==> config.mk <==
export PLATFORM = sky130hd
export DESIGN_NAME = iq_byte_linear_resampler
export DESIGN_NICKNAME = d
export VERILOG_FILES = /design/src/design/iqrs_pkg.sv /design/src/design/iqrs_front.sv /design/src/design/iqrs_queue.sv /design/src/design/iqrs_back.sv /design/src/design/iq_byte_linear_resampler.sv
export SDC_FILE = /design/constraint.sdc
export NUM_CORES = 1
export LEC_CHECK = 0
export ABC_CLOCK_PERIOD_IN_PS = 21500
export BUFFER_PORTS_ARGS = -buffer_cell sky130_fd_sc_hd__buf_4
export CORE_UTILIZATION = 30
export DETAILED_ROUTE_END_ITERATION = 16
export PLACE_DENSITY = 0.55
export REMOVE_ABC_BUFFERS = 1
export SLEW_MARGIN = 10
export SYNTH_ARGS = -nofsm -noshare
export SYNTH_HDL_FRONTEND = slang
export SYNTH_SLANG_ARGS = --single-unit
export TNS_END_PERCENT = 50
==> constraint.sdc <==
create_clock -name aclk -period 21.5 [get_ports aclk]
set_input_delay 2.15 -clock aclk [delete_from_list [all_inputs] [get_ports aclk]]
set_output_delay 2.15 -clock aclk [all_outputs]
set_load 0.1 [all_outputs]
==> src/design/iqrs_pkg.sv <==
// Shared types and constants for the I/Q byte linear resampler.
`timescale 1ns / 1ps
`default_nettype none

package iqrs_pkg;

    localparam int DEF_OUT_PER_BLOCK      = 2048;
    localparam int DEF_MAX_SAMPLES_PER_MS = 16383;

    localparam int RAW_W      = 8;
    localparam int S_DATA_W   = 2 * RAW_W;
    localparam int SPM_W      = 14;
    localparam int CFG_IDX_W  = 1;
    localparam int QUEUE_DEPTH = 4;

    localparam logic [SPM_W-1:0] SPM_RESET = SPM_W'(2500);

    // Configuration register indexes
    localparam logic [CFG_IDX_W-1:0] REG_RESAMPLE_ENABLE = 1'd0;
    localparam logic [CFG_IDX_W-1:0] REG_SAMPLES_PER_MS  = 1'd1;

    // Two neighbor samples and the block-end mark of one queued result
    typedef struct packed {
        logic signed [RAW_W-1:0] a_i;
        logic signed [RAW_W-1:0] a_q;
        logic signed [RAW_W-1:0] b_i;
        logic signed [RAW_W-1:0] b_q;
        logic                    last;
    } iqrs_pair_t;

endpackage

`default_nettype wire

==> src/design/iqrs_front.sv <==
// Front end: configuration, block bookkeeping and classification of each input pair.
`timescale 1ns / 1ps
`default_nettype none

module iqrs_front import iqrs_pkg::*; #(
    parameter int OUT_PER_BLOCK      = DEF_OUT_PER_BLOCK,
    parameter int MAX_SAMPLES_PER_MS = DEF_MAX_SAMPLES_PER_MS
) (
    input  wire logic                               aclk,
    input  wire logic                               aresetn,
    input  wire logic                               cfg_valid,
    output logic                                    cfg_ready,
    input  wire logic [CFG_IDX_W-1:0]               cfg_index,
    input  wire logic [SPM_W-1:0]                   cfg_data,
    input  wire logic                               s_tvalid,
    output logic                                    s_tready,
    input  wire logic [S_DATA_W-1:0]                s_tdata,   // raw_i, raw_q
    output logic                                    q_valid,
    input  wire logic                               q_ready,
    output iqrs_pair_t                              q_pair,
    output logic [$clog2(OUT_PER_BLOCK)-1:0]        q_frac
);

    localparam int FRAC_W = $clog2(OUT_PER_BLOCK);
    localparam int NW     = $clog2(MAX_SAMPLES_PER_MS + 1);
    localparam int CNT_W  = $clog2(OUT_PER_BLOCK + 1);
    localparam int POS_W  = FRAC_W + NW;
    localparam int EXT_W  = (NW > SPM_W) ? NW : SPM_W;

    logic                    enable_reg;
    logic [SPM_W-1:0]        spm_reg;
    logic signed [RAW_W-1:0] prev_i_reg, prev_i_next;
    logic signed [RAW_W-1:0] prev_q_reg, prev_q_next;
    logic [NW-1:0]           slot_reg, slot_next;
    logic [CNT_W-1:0]        count_reg, count_next;
    logic [POS_W-1:0]        pos_reg, pos_next;

    logic [EXT_W-1:0]        spm_ext;
    logic [EXT_W-1:0]        n_ext;
    logic [NW-1:0]           n;
    logic [NW-1:0]           base;
    logic [NW:0]             slot_inc;
    logic signed [RAW_W-1:0] cur_i, cur_q;
    logic                    in_fire;
    logic                    produce;

    assign cfg_ready = 1'b1;

    always_ff @(posedge aclk) begin
        if (!aresetn) begin
            enable_reg <= 1'b0;
            spm_reg    <= SPM_RESET;
        end else if (cfg_valid) begin
            case (cfg_index)
                REG_RESAMPLE_ENABLE: enable_reg <= cfg_data[0];
                REG_SAMPLES_PER_MS:  spm_reg    <= cfg_data;
                default: ;
            endcase
        end
    end

    // Clamp the block size into the supported range
    always_comb begin
        spm_ext = EXT_W'(spm_reg);
        if (spm_ext < EXT_W'(OUT_PER_BLOCK + 1)) begin
            n_ext = EXT_W'(OUT_PER_BLOCK + 1);
        end else if (spm_ext > EXT_W'(MAX_SAMPLES_PER_MS)) begin
            n_ext = EXT_W'(MAX_SAMPLES_PER_MS);
        end else begin
            n_ext = spm_ext;
        end
        n = n_ext[NW-1:0];
    end

    // Offset binary to two's complement: flip the top bit
    assign cur_i = $signed({~s_tdata[RAW_W-1], s_tdata[RAW_W-2:0]});
    assign cur_q = $signed({~s_tdata[S_DATA_W-1], s_tdata[S_DATA_W-2:RAW_W]});

    assign base     = pos_reg[POS_W-1:FRAC_W];
    assign slot_inc = {1'b0, slot_reg} + 1'b1;
    assign s_tready = q_ready;
    assign in_fire  = s_tvalid && s_tready;
    assign produce  = !enable_reg ||
                      (count_reg < CNT_W'(OUT_PER_BLOCK) && base < slot_reg);
    assign q_valid  = in_fire && produce;

    always_comb begin
        if (enable_reg) begin
            q_pair.a_i  = prev_i_reg;
            q_pair.a_q  = prev_q_reg;
            q_pair.b_i  = cur_i;
            q_pair.b_q  = cur_q;
            q_pair.last = (count_reg == CNT_W'(OUT_PER_BLOCK - 1));
            q_frac      = pos_reg[FRAC_W-1:0];
        end else begin
            // Zero fraction puts the full weight on the current sample
            q_pair.a_i  = cur_i;
            q_pair.a_q  = cur_q;
            q_pair.b_i  = cur_i;
            q_pair.b_q  = cur_q;
            q_pair.last = 1'b0;
            q_frac      = '0;
        end
    end

    always_comb begin
        prev_i_next = prev_i_reg;
        prev_q_next = prev_q_reg;
        slot_next   = slot_reg;
        count_next  = count_reg;
        pos_next    = pos_reg;
        if (in_fire) begin
            prev_i_next = cur_i;
            prev_q_next = cur_q;
            if (!enable_reg) begin
                slot_next  = '0;
                count_next = '0;
                pos_next   = '0;
            end else begin
                if (produce) begin
                    count_next = count_reg + 1'b1;
                    pos_next   = pos_reg + POS_W'(n);
                end
                // Close the block; its last sample seeds slot 0 of the next
                if (slot_inc > {1'b0, n}) begin
                    slot_next  = NW'(1);
                    count_next = '0;
                    pos_next   = '0;
                end else begin
                    slot_next = slot_inc[NW-1:0];
                end
            end
        end
    end

    always_ff @(posedge aclk) begin
        if (!aresetn) begin
            prev_i_reg <= -8'sd128;
            prev_q_reg <= -8'sd128;
            slot_reg   <= '0;
            count_reg  <= '0;
            pos_reg    <= '0;
        end else begin
            prev_i_reg <= prev_i_next;
            prev_q_reg <= prev_q_next;
            slot_reg   <= slot_next;
            count_reg  <= count_next;
            pos_reg    <= pos_next;
        end
    end

    a_push_on_accept: assert property (@(posedge aclk) disable iff (!aresetn)
        q_valid |-> (s_tvalid && s_tready))
        else $error("queue push without an input transaction");

    a_count_bound: assert property (@(posedge aclk) disable iff (!aresetn)
        count_reg <= CNT_W'(OUT_PER_BLOCK))
        else $error("output count ran past the block");

    a_block_close: assert property (@(posedge aclk) disable iff (!aresetn)
        (in_fire && enable_reg && slot_inc > {1'b0, n}) |=> (slot_reg == NW'(1)))
        else $error("block did not restart at slot one");

endmodule

`default_nettype wire

==> src/design/iqrs_queue.sv <==
// Short queue between the front end and the interpolation back end.
`timescale 1ns / 1ps
`default_nettype none

module iqrs_queue import iqrs_pkg::*; #(
    parameter int FRAC_W = 11
) (
    input  wire logic              aclk,
    input  wire logic              aresetn,
    input  wire logic              push,
    output logic                   push_ready,
    input  wire iqrs_pair_t        push_pair,
    input  wire logic [FRAC_W-1:0] push_frac,
    output logic                   head_valid,
    input  wire logic              pop,
    output iqrs_pair_t             head_pair,
    output logic [FRAC_W-1:0]      head_frac
);

    localparam int ENTRY_W = $bits(iqrs_pair_t) + FRAC_W;
    localparam int PTR_W   = $clog2(QUEUE_DEPTH);
    localparam int CNT_W   = $clog2(QUEUE_DEPTH + 1);

    logic [ENTRY_W-1:0] mem [QUEUE_DEPTH];
    logic [PTR_W-1:0]   wr_ptr_reg, wr_ptr_next;
    logic [PTR_W-1:0]   rd_ptr_reg, rd_ptr_next;
    logic [CNT_W-1:0]   count_reg, count_next;
    logic               full;

    assign full       = (count_reg == CNT_W'(QUEUE_DEPTH));
    assign push_ready = !full;
    assign head_valid = (count_reg != '0);
    assign {head_frac, head_pair} = mem[rd_ptr_reg];

    always_ff @(posedge aclk) begin
        if (push) begin
            mem[wr_ptr_reg] <= {push_frac, push_pair};
        end
    end

    always_comb begin
        wr_ptr_next = push ? wr_ptr_reg + 1'b1 : wr_ptr_reg;
        rd_ptr_next = pop  ? rd_ptr_reg + 1'b1 : rd_ptr_reg;
        case ({push, pop})
            2'b10:   count_next = count_reg + 1'b1;
            2'b01:   count_next = count_reg - 1'b1;
            default: count_next = count_reg;
        endcase
    end

    always_ff @(posedge aclk) begin
        if (!aresetn) begin
            wr_ptr_reg <= '0;
            rd_ptr_reg <= '0;
            count_reg  <= '0;
        end else begin
            wr_ptr_reg <= wr_ptr_next;
            rd_ptr_reg <= rd_ptr_next;
            count_reg  <= count_next;
        end
    end

    a_no_overflow: assert property (@(posedge aclk) disable iff (!aresetn)
        push |-> !full)
        else $error("push into a full queue");

    a_no_underflow: assert property (@(posedge aclk) disable iff (!aresetn)
        pop |-> head_valid)
        else $error("pop from an empty queue");

    a_ptr_track: assert property (@(posedge aclk) disable iff (!aresetn)
        (count_reg == '0) |-> (wr_ptr_reg == rd_ptr_reg))
        else $error("queue pointers out of step with fill count");

endmodule

`default_nettype wire

==> src/design/iqrs_back.sv <==
// Back end: weights the two neighbor samples and holds the result for the output channel.
`timescale 1ns / 1ps
`default_nettype none

module iqrs_back import iqrs_pkg::*; #(
    parameter int OUT_PER_BLOCK = DEF_OUT_PER_BLOCK
) (
    input  wire logic                                        aclk,
    input  wire logic                                        aresetn,
    input  wire logic                                        head_valid,
    output logic                                             pop,
    input  wire iqrs_pair_t                                  head_pair,
    input  wire logic [$clog2(OUT_PER_BLOCK)-1:0]            head_frac,
    output logic                                             m_tvalid,
    input  wire logic                                        m_tready,
    output logic [((2*(RAW_W+$clog2(OUT_PER_BLOCK))+7)/8)*8-1:0] m_tdata, // out_i, out_q
    output logic                                             m_tlast   // block_end
);

    localparam int FRAC_W   = $clog2(OUT_PER_BLOCK);
    localparam int OUT_W    = RAW_W + FRAC_W;
    localparam int PW       = RAW_W + FRAC_W + 2;
    localparam int M_DATA_W = ((2 * OUT_W + 7) / 8) * 8;

    logic [FRAC_W:0]         wa;
    logic signed [PW-1:0]    prod_a_i, prod_a_q, prod_b_i, prod_b_q;
    logic signed [PW:0]      sum_i, sum_q;
    logic                    valid_reg;
    logic [OUT_W-1:0]        out_i_reg, out_q_reg;
    logic                    last_reg;

    assign wa       = (FRAC_W + 1)'(OUT_PER_BLOCK) - {1'b0, head_frac};
    assign prod_a_i = head_pair.a_i * $signed({1'b0, wa});
    assign prod_a_q = head_pair.a_q * $signed({1'b0, wa});
    assign prod_b_i = head_pair.b_i * $signed({2'b00, head_frac});
    assign prod_b_q = head_pair.b_q * $signed({2'b00, head_frac});
    assign sum_i    = prod_a_i + prod_b_i;
    assign sum_q    = prod_a_q + prod_b_q;

    // Advance when the output register is empty or being drained
    assign pop = head_valid && (!valid_reg || m_tready);

    always_ff @(posedge aclk) begin
        if (!aresetn) begin
            valid_reg <= 1'b0;
        end else if (pop) begin
            valid_reg <= 1'b1;
        end else if (m_tready) begin
            valid_reg <= 1'b0;
        end
    end

    always_ff @(posedge aclk) begin
        if (pop) begin
            out_i_reg <= sum_i[OUT_W-1:0];
            out_q_reg <= sum_q[OUT_W-1:0];
            last_reg  <= head_pair.last;
        end
    end

    assign m_tvalid = valid_reg;
    assign m_tdata  = M_DATA_W'({out_q_reg, out_i_reg});
    assign m_tlast  = last_reg;

endmodule

`default_nettype wire

==> src/design/iq_byte_linear_resampler.sv <==
// Top level of the I/Q byte linear resampler.
`timescale 1ns / 1ps
`default_nettype none

// Converts 8-bit offset-binary I/Q pairs to signed samples. With resampling
// off, every pair comes out scaled by OUT_PER_BLOCK. With it on, the input is
// cut into blocks of N+1 samples (the last one seeds the next block) and
// OUT_PER_BLOCK linearly interpolated pairs per block come out at positions
// j*N/OUT_PER_BLOCK; m_tlast marks the last of a block. OUT_PER_BLOCK must be
// a power of two. One input pair is taken every clock while the queue is not
// full; each result passes through the four-entry queue and then the output register.
// Write the configuration only while no transaction is in flight.

module iq_byte_linear_resampler import iqrs_pkg::*; #(
    parameter int OUT_PER_BLOCK      = DEF_OUT_PER_BLOCK,
    parameter int MAX_SAMPLES_PER_MS = DEF_MAX_SAMPLES_PER_MS
) (
    input  wire logic                                        aclk,
    input  wire logic                                        aresetn,
    input  wire logic                                        cfg_valid,
    output logic                                             cfg_ready,
    input  wire logic [CFG_IDX_W-1:0]                        cfg_index,
    input  wire logic [SPM_W-1:0]                            cfg_data,
    input  wire logic                                        s_tvalid,
    output logic                                             s_tready,
    input  wire logic [S_DATA_W-1:0]                         s_tdata,  // raw_i, raw_q
    output logic                                             m_tvalid,
    input  wire logic                                        m_tready,
    output logic [((2*(RAW_W+$clog2(OUT_PER_BLOCK))+7)/8)*8-1:0] m_tdata, // out_i, out_q
    output logic                                             m_tlast   // block_end
);

    localparam int FRAC_W = $clog2(OUT_PER_BLOCK);

    logic              q_valid;
    logic              q_ready;
    iqrs_pair_t        q_pair;
    logic [FRAC_W-1:0] q_frac;
    logic              head_valid;
    logic              pop;
    iqrs_pair_t        head_pair;
    logic [FRAC_W-1:0] head_frac;

    iqrs_front #(
        .OUT_PER_BLOCK      (OUT_PER_BLOCK),
        .MAX_SAMPLES_PER_MS (MAX_SAMPLES_PER_MS)
    ) u_front (
        .aclk      (aclk),
        .aresetn   (aresetn),
        .cfg_valid (cfg_valid),
        .cfg_ready (cfg_ready),
        .cfg_index (cfg_index),
        .cfg_data  (cfg_data),
        .s_tvalid  (s_tvalid),
        .s_tready  (s_tready),
        .s_tdata   (s_tdata),
        .q_valid   (q_valid),
        .q_ready   (q_ready),
        .q_pair    (q_pair),
        .q_frac    (q_frac)
    );

    iqrs_queue #(
        .FRAC_W (FRAC_W)
    ) u_queue (
        .aclk       (aclk),
        .aresetn    (aresetn),
        .push       (q_valid),
        .push_ready (q_ready),
        .push_pair  (q_pair),
        .push_frac  (q_frac),
        .head_valid (head_valid),
        .pop        (pop),
        .head_pair  (head_pair),
        .head_frac  (head_frac)
    );

    iqrs_back #(
        .OUT_PER_BLOCK (OUT_PER_BLOCK)
    ) u_back (
        .aclk       (aclk),
        .aresetn    (aresetn),
        .head_valid (head_valid),
        .pop        (pop),
        .head_pair  (head_pair),
        .head_frac  (head_frac),
        .m_tvalid   (m_tvalid),
        .m_tready   (m_tready),
        .m_tdata    (m_tdata),
        .m_tlast    (m_tlast)
    );

endmodule

`default_nettype wire
==> reports/summary.txt, run 1 <==
status - complete, no violations
Synth Flop Type - edfxtp_1
I/O Buffers - 76
num ports - 80
R2R Setup Slk - 12610 ps
kind of critical path - register to register
via density per instance - 4.59
mean post-synth cell area - 10.3 um^2
HPWL Detailed - 45800 um
Seq/Total Area, Yosys - 0.321
fillers - 8679
post-synthesis cell count - 2507
drt pass-1 iters - 5
DRT antenna net count - 0
Clock Root Buffer - clkbuf_16
die span in x - 296 um
#FFs+latches synth - 307
first-pass GRT wire length - 97000 um
area taken by flip-flops and latches - 8300 um^2
count of cell types in the netlist - 79
Final Max Slew Viols - 0
drt initial violations - 935
Total Neg Setup Slack - 0 ps
H-tree level count - 2
max FFs per register - 176
Warnings, synthesis - 0
largest net degree at the start of global routing - 63
Routed WL - 60900 um
initial antenna violation count - 1
Clock transition at path regs - 60 ps
layout cells sized above 1 - 0.103
core area - 85300 um^2
Critical Path End Type - register
vias in the first global route - 17700
post-route insts no fill - 3731
Post-Syn Area - 25900 um^2
clk_lat worst skew - 580 ps
synth top area cells - edfxtp_1 25%, fa_1 23%, ha_1 9.4%
drt wl/cell - 16.3 um
Async SR Flop Fraction - 0
die area - 87400 um^2
measured slew at the worst slew-check pin - 1280 ps
Synth area leader - edfxtp_1
Post-synth EDFFs - 215
clock skew - 38.5 ps
Area Growth Syn to Fin - 11.9%
crit path to - u_back.out_i_reg[18]$_DFFE_PP_
Longest Clk Path Bufs - 3
max-cap violation count - 0
Min-Delay Path Class - register to register
GRT Util Overall - 0.143
CP max FO - 31
Tmin final - 8890 ps
PostCTS Resize Cnt - 0
clock sinks - 307
required time worst endpoint - 21790 ps
postcts setup bufs - 0
CTS Hold Buffers Added - 0
Inst Count DP - 3660
Num CTS Buffers - 38
GP Congestion - 0.851
chip height - 296 um
final critical-path share of the clock period - 0.413
worst r2r path cells - 23
Via Count - 17100
fmax - 112 MHz
type of origin of the critical path - register
DRC viols - 0
Overflow after GRT - 0
Final setup viols - 0
fin nets - 3079
Synth top area share - 0.250
RR Endpoint - u_back.out_i_reg[18]$_DFFE_PP_
Critical Path AT - 9180 ps
Site Rows - 107
Slew Limit Headroom - 0.137
Fin. Hold Viols - 0
Starting Density - 0.303
CTS tree - yes
RSZ-0062 raised after global routing - no
area of the multi-input gates - 15400 um^2
## metal layers
| layer | part of all wire | vias up | track usage | routed length [um] |
|---|---|---|---|---|
| met3 | 0.050 | 75 | 0.0259 | 3040 |
| li1 | - | 8133 | - | - |
| met2 | 0.49 | 331 | 0.252 | 30100 |
| met1 | 0.43 | 8585 | 0.178 | 26400 |
| met4 | 0.022 | 2 | 0.0368 | 1340 |
| met5 | 0.00018 | - | 0 | 11 |
## metrics by stage
stage	utilization	instance area (um^2)	hold WS (ps)	worst slack, ps
floorplan	-	25500	440	12000
global placement	0.325	27700	448	12880
detailed placement	0.325	27700	453	12700
CTS	0.339	29000	463	12660
global route	0.339	29000	481	12160
finish	0.340	29000	460	12610
## worst max-delay path, stage by stage, from the launching register on
cell,delay [ps]
dfxtp_4,690
mux4_2,760
inv_1,280
ha_1,350
xor2_1,1010
nor2_1,140
fa_1,550
inv_1,50
fa_1,470
fa_1,540
inv_1,60
fa_1,480
fa_1,490
inv_1,50
fa_1,470
inv_1,40
ha_1,320
or3_1,370
o21ai_0,140
o31ai_1,170
o41ai_1,680
o2111ai_1,200
a21oi_1,220
xnor2_1,90
## worst min path at each step
stage	start	end	slack, ps	depth (start not counted)
after global placement	u_front.prev_q_reg[1]$_SDFFE_PN0P_	u_front.prev_q_reg[1]$_SDFFE_PN0P_	450	2
final	u_front.prev_i_reg[2]$_SDFFE_PN0P_	u_front.prev_i_reg[2]$_SDFFE_PN0P_	460	2
after detailed placement	u_front.prev_i_reg[0]$_SDFFE_PN0P_	u_front.prev_i_reg[0]$_SDFFE_PN0P_	450	2
after floorplan	u_front.prev_i_reg[0]$_SDFFE_PN0P_	u_front.prev_i_reg[0]$_SDFFE_PN0P_	440	2
after global routing	u_front.prev_i_reg[0]$_SDFFE_PN0P_	u_front.prev_i_reg[0]$_SDFFE_PN0P_	480	2
after CTS	u_front.prev_i_reg[0]$_SDFFE_PN0P_	u_front.prev_i_reg[0]$_SDFFE_PN0P_	460	2
## Yosys cell counts (all sizes together), types with 4 or more instances
cell	count
a2111oi	4
a211oi	9
a21boi	37
a21o	10
a21oi	29
a22oi	15
a31oi	5
and2	87
and3	12
buf	29
clkbuf	67
dfxtp	92
edfxtp	215
fa	292
ha	195
inv	470
mux2	35
mux2i	24
mux4	25
nand2	240
nand2b	30
nand3	47
nand4	9
nor2	230
nor2b	27
nor3	21
nor4	13
o211ai	9
o21a	14
o21ai	47
o21bai	5
o31ai	5
o41ai	6
or2	13
or3	11
xnor2	78
xor2	16
## logic make-up after synthesis
family	count (synthesis)	share of synthesized area
fa+ha+maj	487	0.320
simple gates	750	0.135
compound gates	214	0.0580
mux	84	0.0463
xor+xnor	94	0.0341
other cells	2	0.000290
flops	307	0.321
buf+inv	569	0.0851
## cells in the final DEF (no fill, tap or decap), types with 30 or more instances in the layout
cell and count:
ha_1 195, nand3_1 47, dfxtp_1 90, nand2b_1 30
clkbuf_16 38, nor2_1 230, inv_1 469, fa_1 292
a21boi_0 36, edfxtp_1 215, and2_1 86, buf_4 104
o21ai_0 40, nand2_1 237, mux2_2 35, xnor2_1 72
## cell type report
type / instances / share of cell area
clock inverter: 23 / 0.00821
clock buffer: 47 / 0.0350
tap: 1144 / 0.0494
multi-input combinational: 1632 / 0.532
antenna: 1 / 0.0000864
timing repair buffer: 104 / 0.0270
sequential: 307 / 0.287
inverter: 473 / 0.0613
Power of run 1 is not shown: default switching activity piles up to over one toggle a cycle in this logic, so the estimate is an artifact.
==> run 2, diff against run 1 <==
--- a/config.mk
+++ b/config.mk
@@ -5,7 +5,8 @@
 export SDC_FILE = /design/constraint.sdc
 export NUM_CORES = 1
 export LEC_CHECK = 0
-export ABC_CLOCK_PERIOD_IN_PS = 21500
+export ABC_AREA = 1
+export ABC_CLOCK_PERIOD_IN_PS = 8800
 export BUFFER_PORTS_ARGS = -buffer_cell sky130_fd_sc_hd__buf_4
 export CORE_UTILIZATION = 30
 export DETAILED_ROUTE_END_ITERATION = 16
==> constraint.sdc (replaced) <==
create_clock -name aclk -period 8.8 [get_ports aclk]
set_input_delay 0.88 -clock aclk [delete_from_list [all_inputs] [get_ports aclk]]
set_output_delay 0.88 -clock aclk [all_outputs]
set_load 0.1 [all_outputs]
==> reports/summary.txt, run 2 <==
status - complete, no violations (unchanged)
synth top area cells - edfxtp_1 24%, fa_1 22%, ha_1 9.2% (was edfxtp_1 25%, fa_1 23%, ha_1 9.4%)
fillers - 9080 (was 8679)
largest net degree at the start of global routing - 70 (was 63)
Longest Clk Path Bufs - 3 (unchanged)
most frequent cells after synthesis - 624 x nand2_1, 615 x inv_1, 391 x nor2_1, 292 x fa_1, 215 x edfxtp_1 (was 469 x inv_1, 292 x fa_1, 238 x nand2_1, 230 x nor2_1, 215 x edfxtp_1)
post-synthesis cell count - 3045 (was 2507)
Synth top area share - 0.244 (was 0.250)
Site Rows - 108 (was 107)
drt wl/cell - 15.8 um (was 16.3 um)
Area Growth Syn to Fin - 11.7% (was 11.9%)
Min-Delay Path Class - register to register (unchanged)
DRT antenna net count - 0 (unchanged)
Overflow after GRT - 0 (unchanged)
num ports - 80 (unchanged)
I/O Buffers - 76 (unchanged)
H-tree level count - 2 (unchanged)
via density per instance - 4.54 (was 4.59)
die area - 89500 um^2 (was 87400 um^2)
RSZ-0062 raised after global routing - no (unchanged)
kind of critical path - register to register (unchanged)
PostCTS Resize Cnt - 0 (unchanged)
Routed WL - 67900 um (was 60900 um)
initial antenna violation count - 4 (was 1)
Final setup viols - 0 (unchanged)
Warnings, synthesis - 0 (unchanged)
layout cells sized above 1 - 0.0800 (was 0.103)
clk_lat worst skew - 590 ps (was 580 ps)
GP Congestion - 0.890 (was 0.851)
max-cap violation count - 0 (unchanged)
Final Max Slew Viols - 0 (unchanged)
Finished Cell Area - 29600 um^2 (was 29000 um^2)
placed cell areas - 28300 um^2 (was 27700 um^2)
Critical Path AT - 8270 ps (was 9180 ps)
chip height - 299 um (was 296 um)
drt initial violations - 1180 (was 935)
core area - 87200 um^2 (was 85300 um^2)
Fin. Hold Viols - 0 (unchanged)
Total Neg Setup Slack - 0 ps (unchanged)
GRT Util Overall - 0.153 (was 0.143)
Starting Density - 0.304 (was 0.303)
CTS tree - yes (unchanged)
mean post-synth cell area - 8.70 um^2 (was 10.3 um^2)
Final Hold Slack - 470 ps (was 460 ps)
most common cell after layout, fill and taps aside - nand2_1 (was inv_1)
Tmin final - 7930 ps (was 8890 ps)
fin nets - 3630 (was 3079)
#FFs+latches synth - 307 (unchanged)
type of origin of the critical path - register (unchanged)
Clock Root Buffer - clkbuf_16 (unchanged)
Num CTS Buffers - 37 (was 38)
CTS Hold Buffers Added - 0 (unchanged)
fmax - 126 MHz (was 112 MHz)
Post-synth EDFFs - 215 (unchanged)
Synth area leader - edfxtp_1 (unchanged)
Via Count - 19500 (was 17100)
required time worst endpoint - 9140 ps (was 21790 ps)
clock skew - 38.4 ps (was 38.5 ps)
vias in the first global route - 19500 (was 17700)
die span in x - 299 um (was 296 um)
# diodes - 0 (was 1)
count of cell types in the netlist - 55 (was 79)
max FFs per register - 176 (unchanged)
first-pass GRT wire length - 107000 um (was 97000 um)
most common cell in the synthesized netlist - nand2_1 (was inv_1)
HPWL Detailed - 50500 um (was 45800 um)
DRC viols - 0 (unchanged)
clock sinks - 307 (unchanged)
Async SR Flop Fraction - 0 (unchanged)
Synth Flop Type - edfxtp_1 (unchanged)
Seq/Total Area, Yosys - 0.313 (was 0.321)
Slew Limit Headroom - 0.314 (was 0.137)
final critical-path share of the clock period - 0.901 (was 0.413)
most frequent cells in the layout - 624 x nand2_1, 614 x inv_1, 387 x nor2_1 (was 469 x inv_1, 292 x fa_1, 237 x nand2_1)
Post-Syn Area - 26500 um^2 (was 25900 um^2)
drt pass-1 iters - 7 (was 5)
Critical Path End Type - register (unchanged)
measured slew at the worst slew-check pin - 1030 ps (was 1280 ps)
postcts setup bufs - 0 (unchanged)
CP max FO - 69 (was 31)
Clock transition at path regs - 60 ps (about the same)
run 2: cell count changes in the layout (fill, tap and decap cells not counted), moves of 49 or more:
cell / change
nand2_1: +387
nor2_1: +157
inv_1: +145
a21oi_1: +102
and2_1: -85
nand3_1: +54
xnor2_1: -49
run 2: worst max-delay path: stages (launching register included):
cell and delay (ps):
dfxtp_2 330, buf_4 560, o21ai_0 230, nand2_1 560, inv_1 330, nor3_1 320, nand4_1 220, nand2_2 390
nor2_1 110, fa_1 540, inv_1 50, fa_1 520, inv_1 60, fa_1 520, inv_1 60, fa_1 550
fa_1 430, fa_1 480, inv_1 40, ha_1 310, inv_1 80, nor3_1 230, nand3_1 110, nand3_1 200
nand4_1 110, nand3_1 110, nand3b_1 110, nand2_1 50
run 2: layout make-up:
cell class	count	area [um^2]	area share
tap	1155	1450	0.0488
clock buffer	48	1010	0.0341
inverter	627	2360	0.0796
sequential	307	8300	0.281
multi-input combinational	2019	15400	0.520
timing repair buffer	115	863	0.0292
clock inverter	20	238	0.00804
run 2: kinds of logic after synthesis:
group | after synthesis | share of synthesized area
AOI/OAI and AO/OA | 248 | 0.0563
xor gates and xnor gates | 65 | 0.0218
adders and majority gates | 487 | 0.313
buffers and inverters | 720 | 0.108
DFF | 307 | 0.313
other | 2 | 0.000284
and+or+nand+nor | 1216 | 0.187
run 2: path summary, 6_finish.rpt:
kind / from / end / slack (ps) / cells after the start
setup / recovery: register / u_back.out_i_reg[18]$_DFFE_PP_ / 870 / 27
hold / removal: u_queue.count_reg[0]$_SDFFE_PN0P_ / u_queue.count_reg[0]$_SDFFE_PN0P_ / 470 / 1
setup reg to reg: register / u_back.out_i_reg[18]$_DFFE_PP_ / 870 / 27
hold reg to reg: u_queue.count_reg[0]$_SDFFE_PN0P_ / u_queue.count_reg[0]$_SDFFE_PN0P_ / 470 / 1
run 2: routing by layer:
layer  vias up  track usage  share of wire
met4         6       0.0439          0.024
met5         -            0        0.00059
met3        98       0.0272          0.056
met1      9407        0.192           0.43
li1       9515            -              -
met2       465        0.267           0.49
run 2: through the flow:
stage / setup slack [ps] / instances / utilization
2_1_floorplan: -496 / 2953 / -
3_3_place_gp: 962 / 4223 / 0.325
3_5_place_dp: 960 / 4223 / 0.325
4_1_cts: 940 / 4291 / 0.339
5_1_grt: 367 / 4291 / 0.339
6_report: 874 / 4291 / 0.339
Power of run 2 is left out for the same reason.
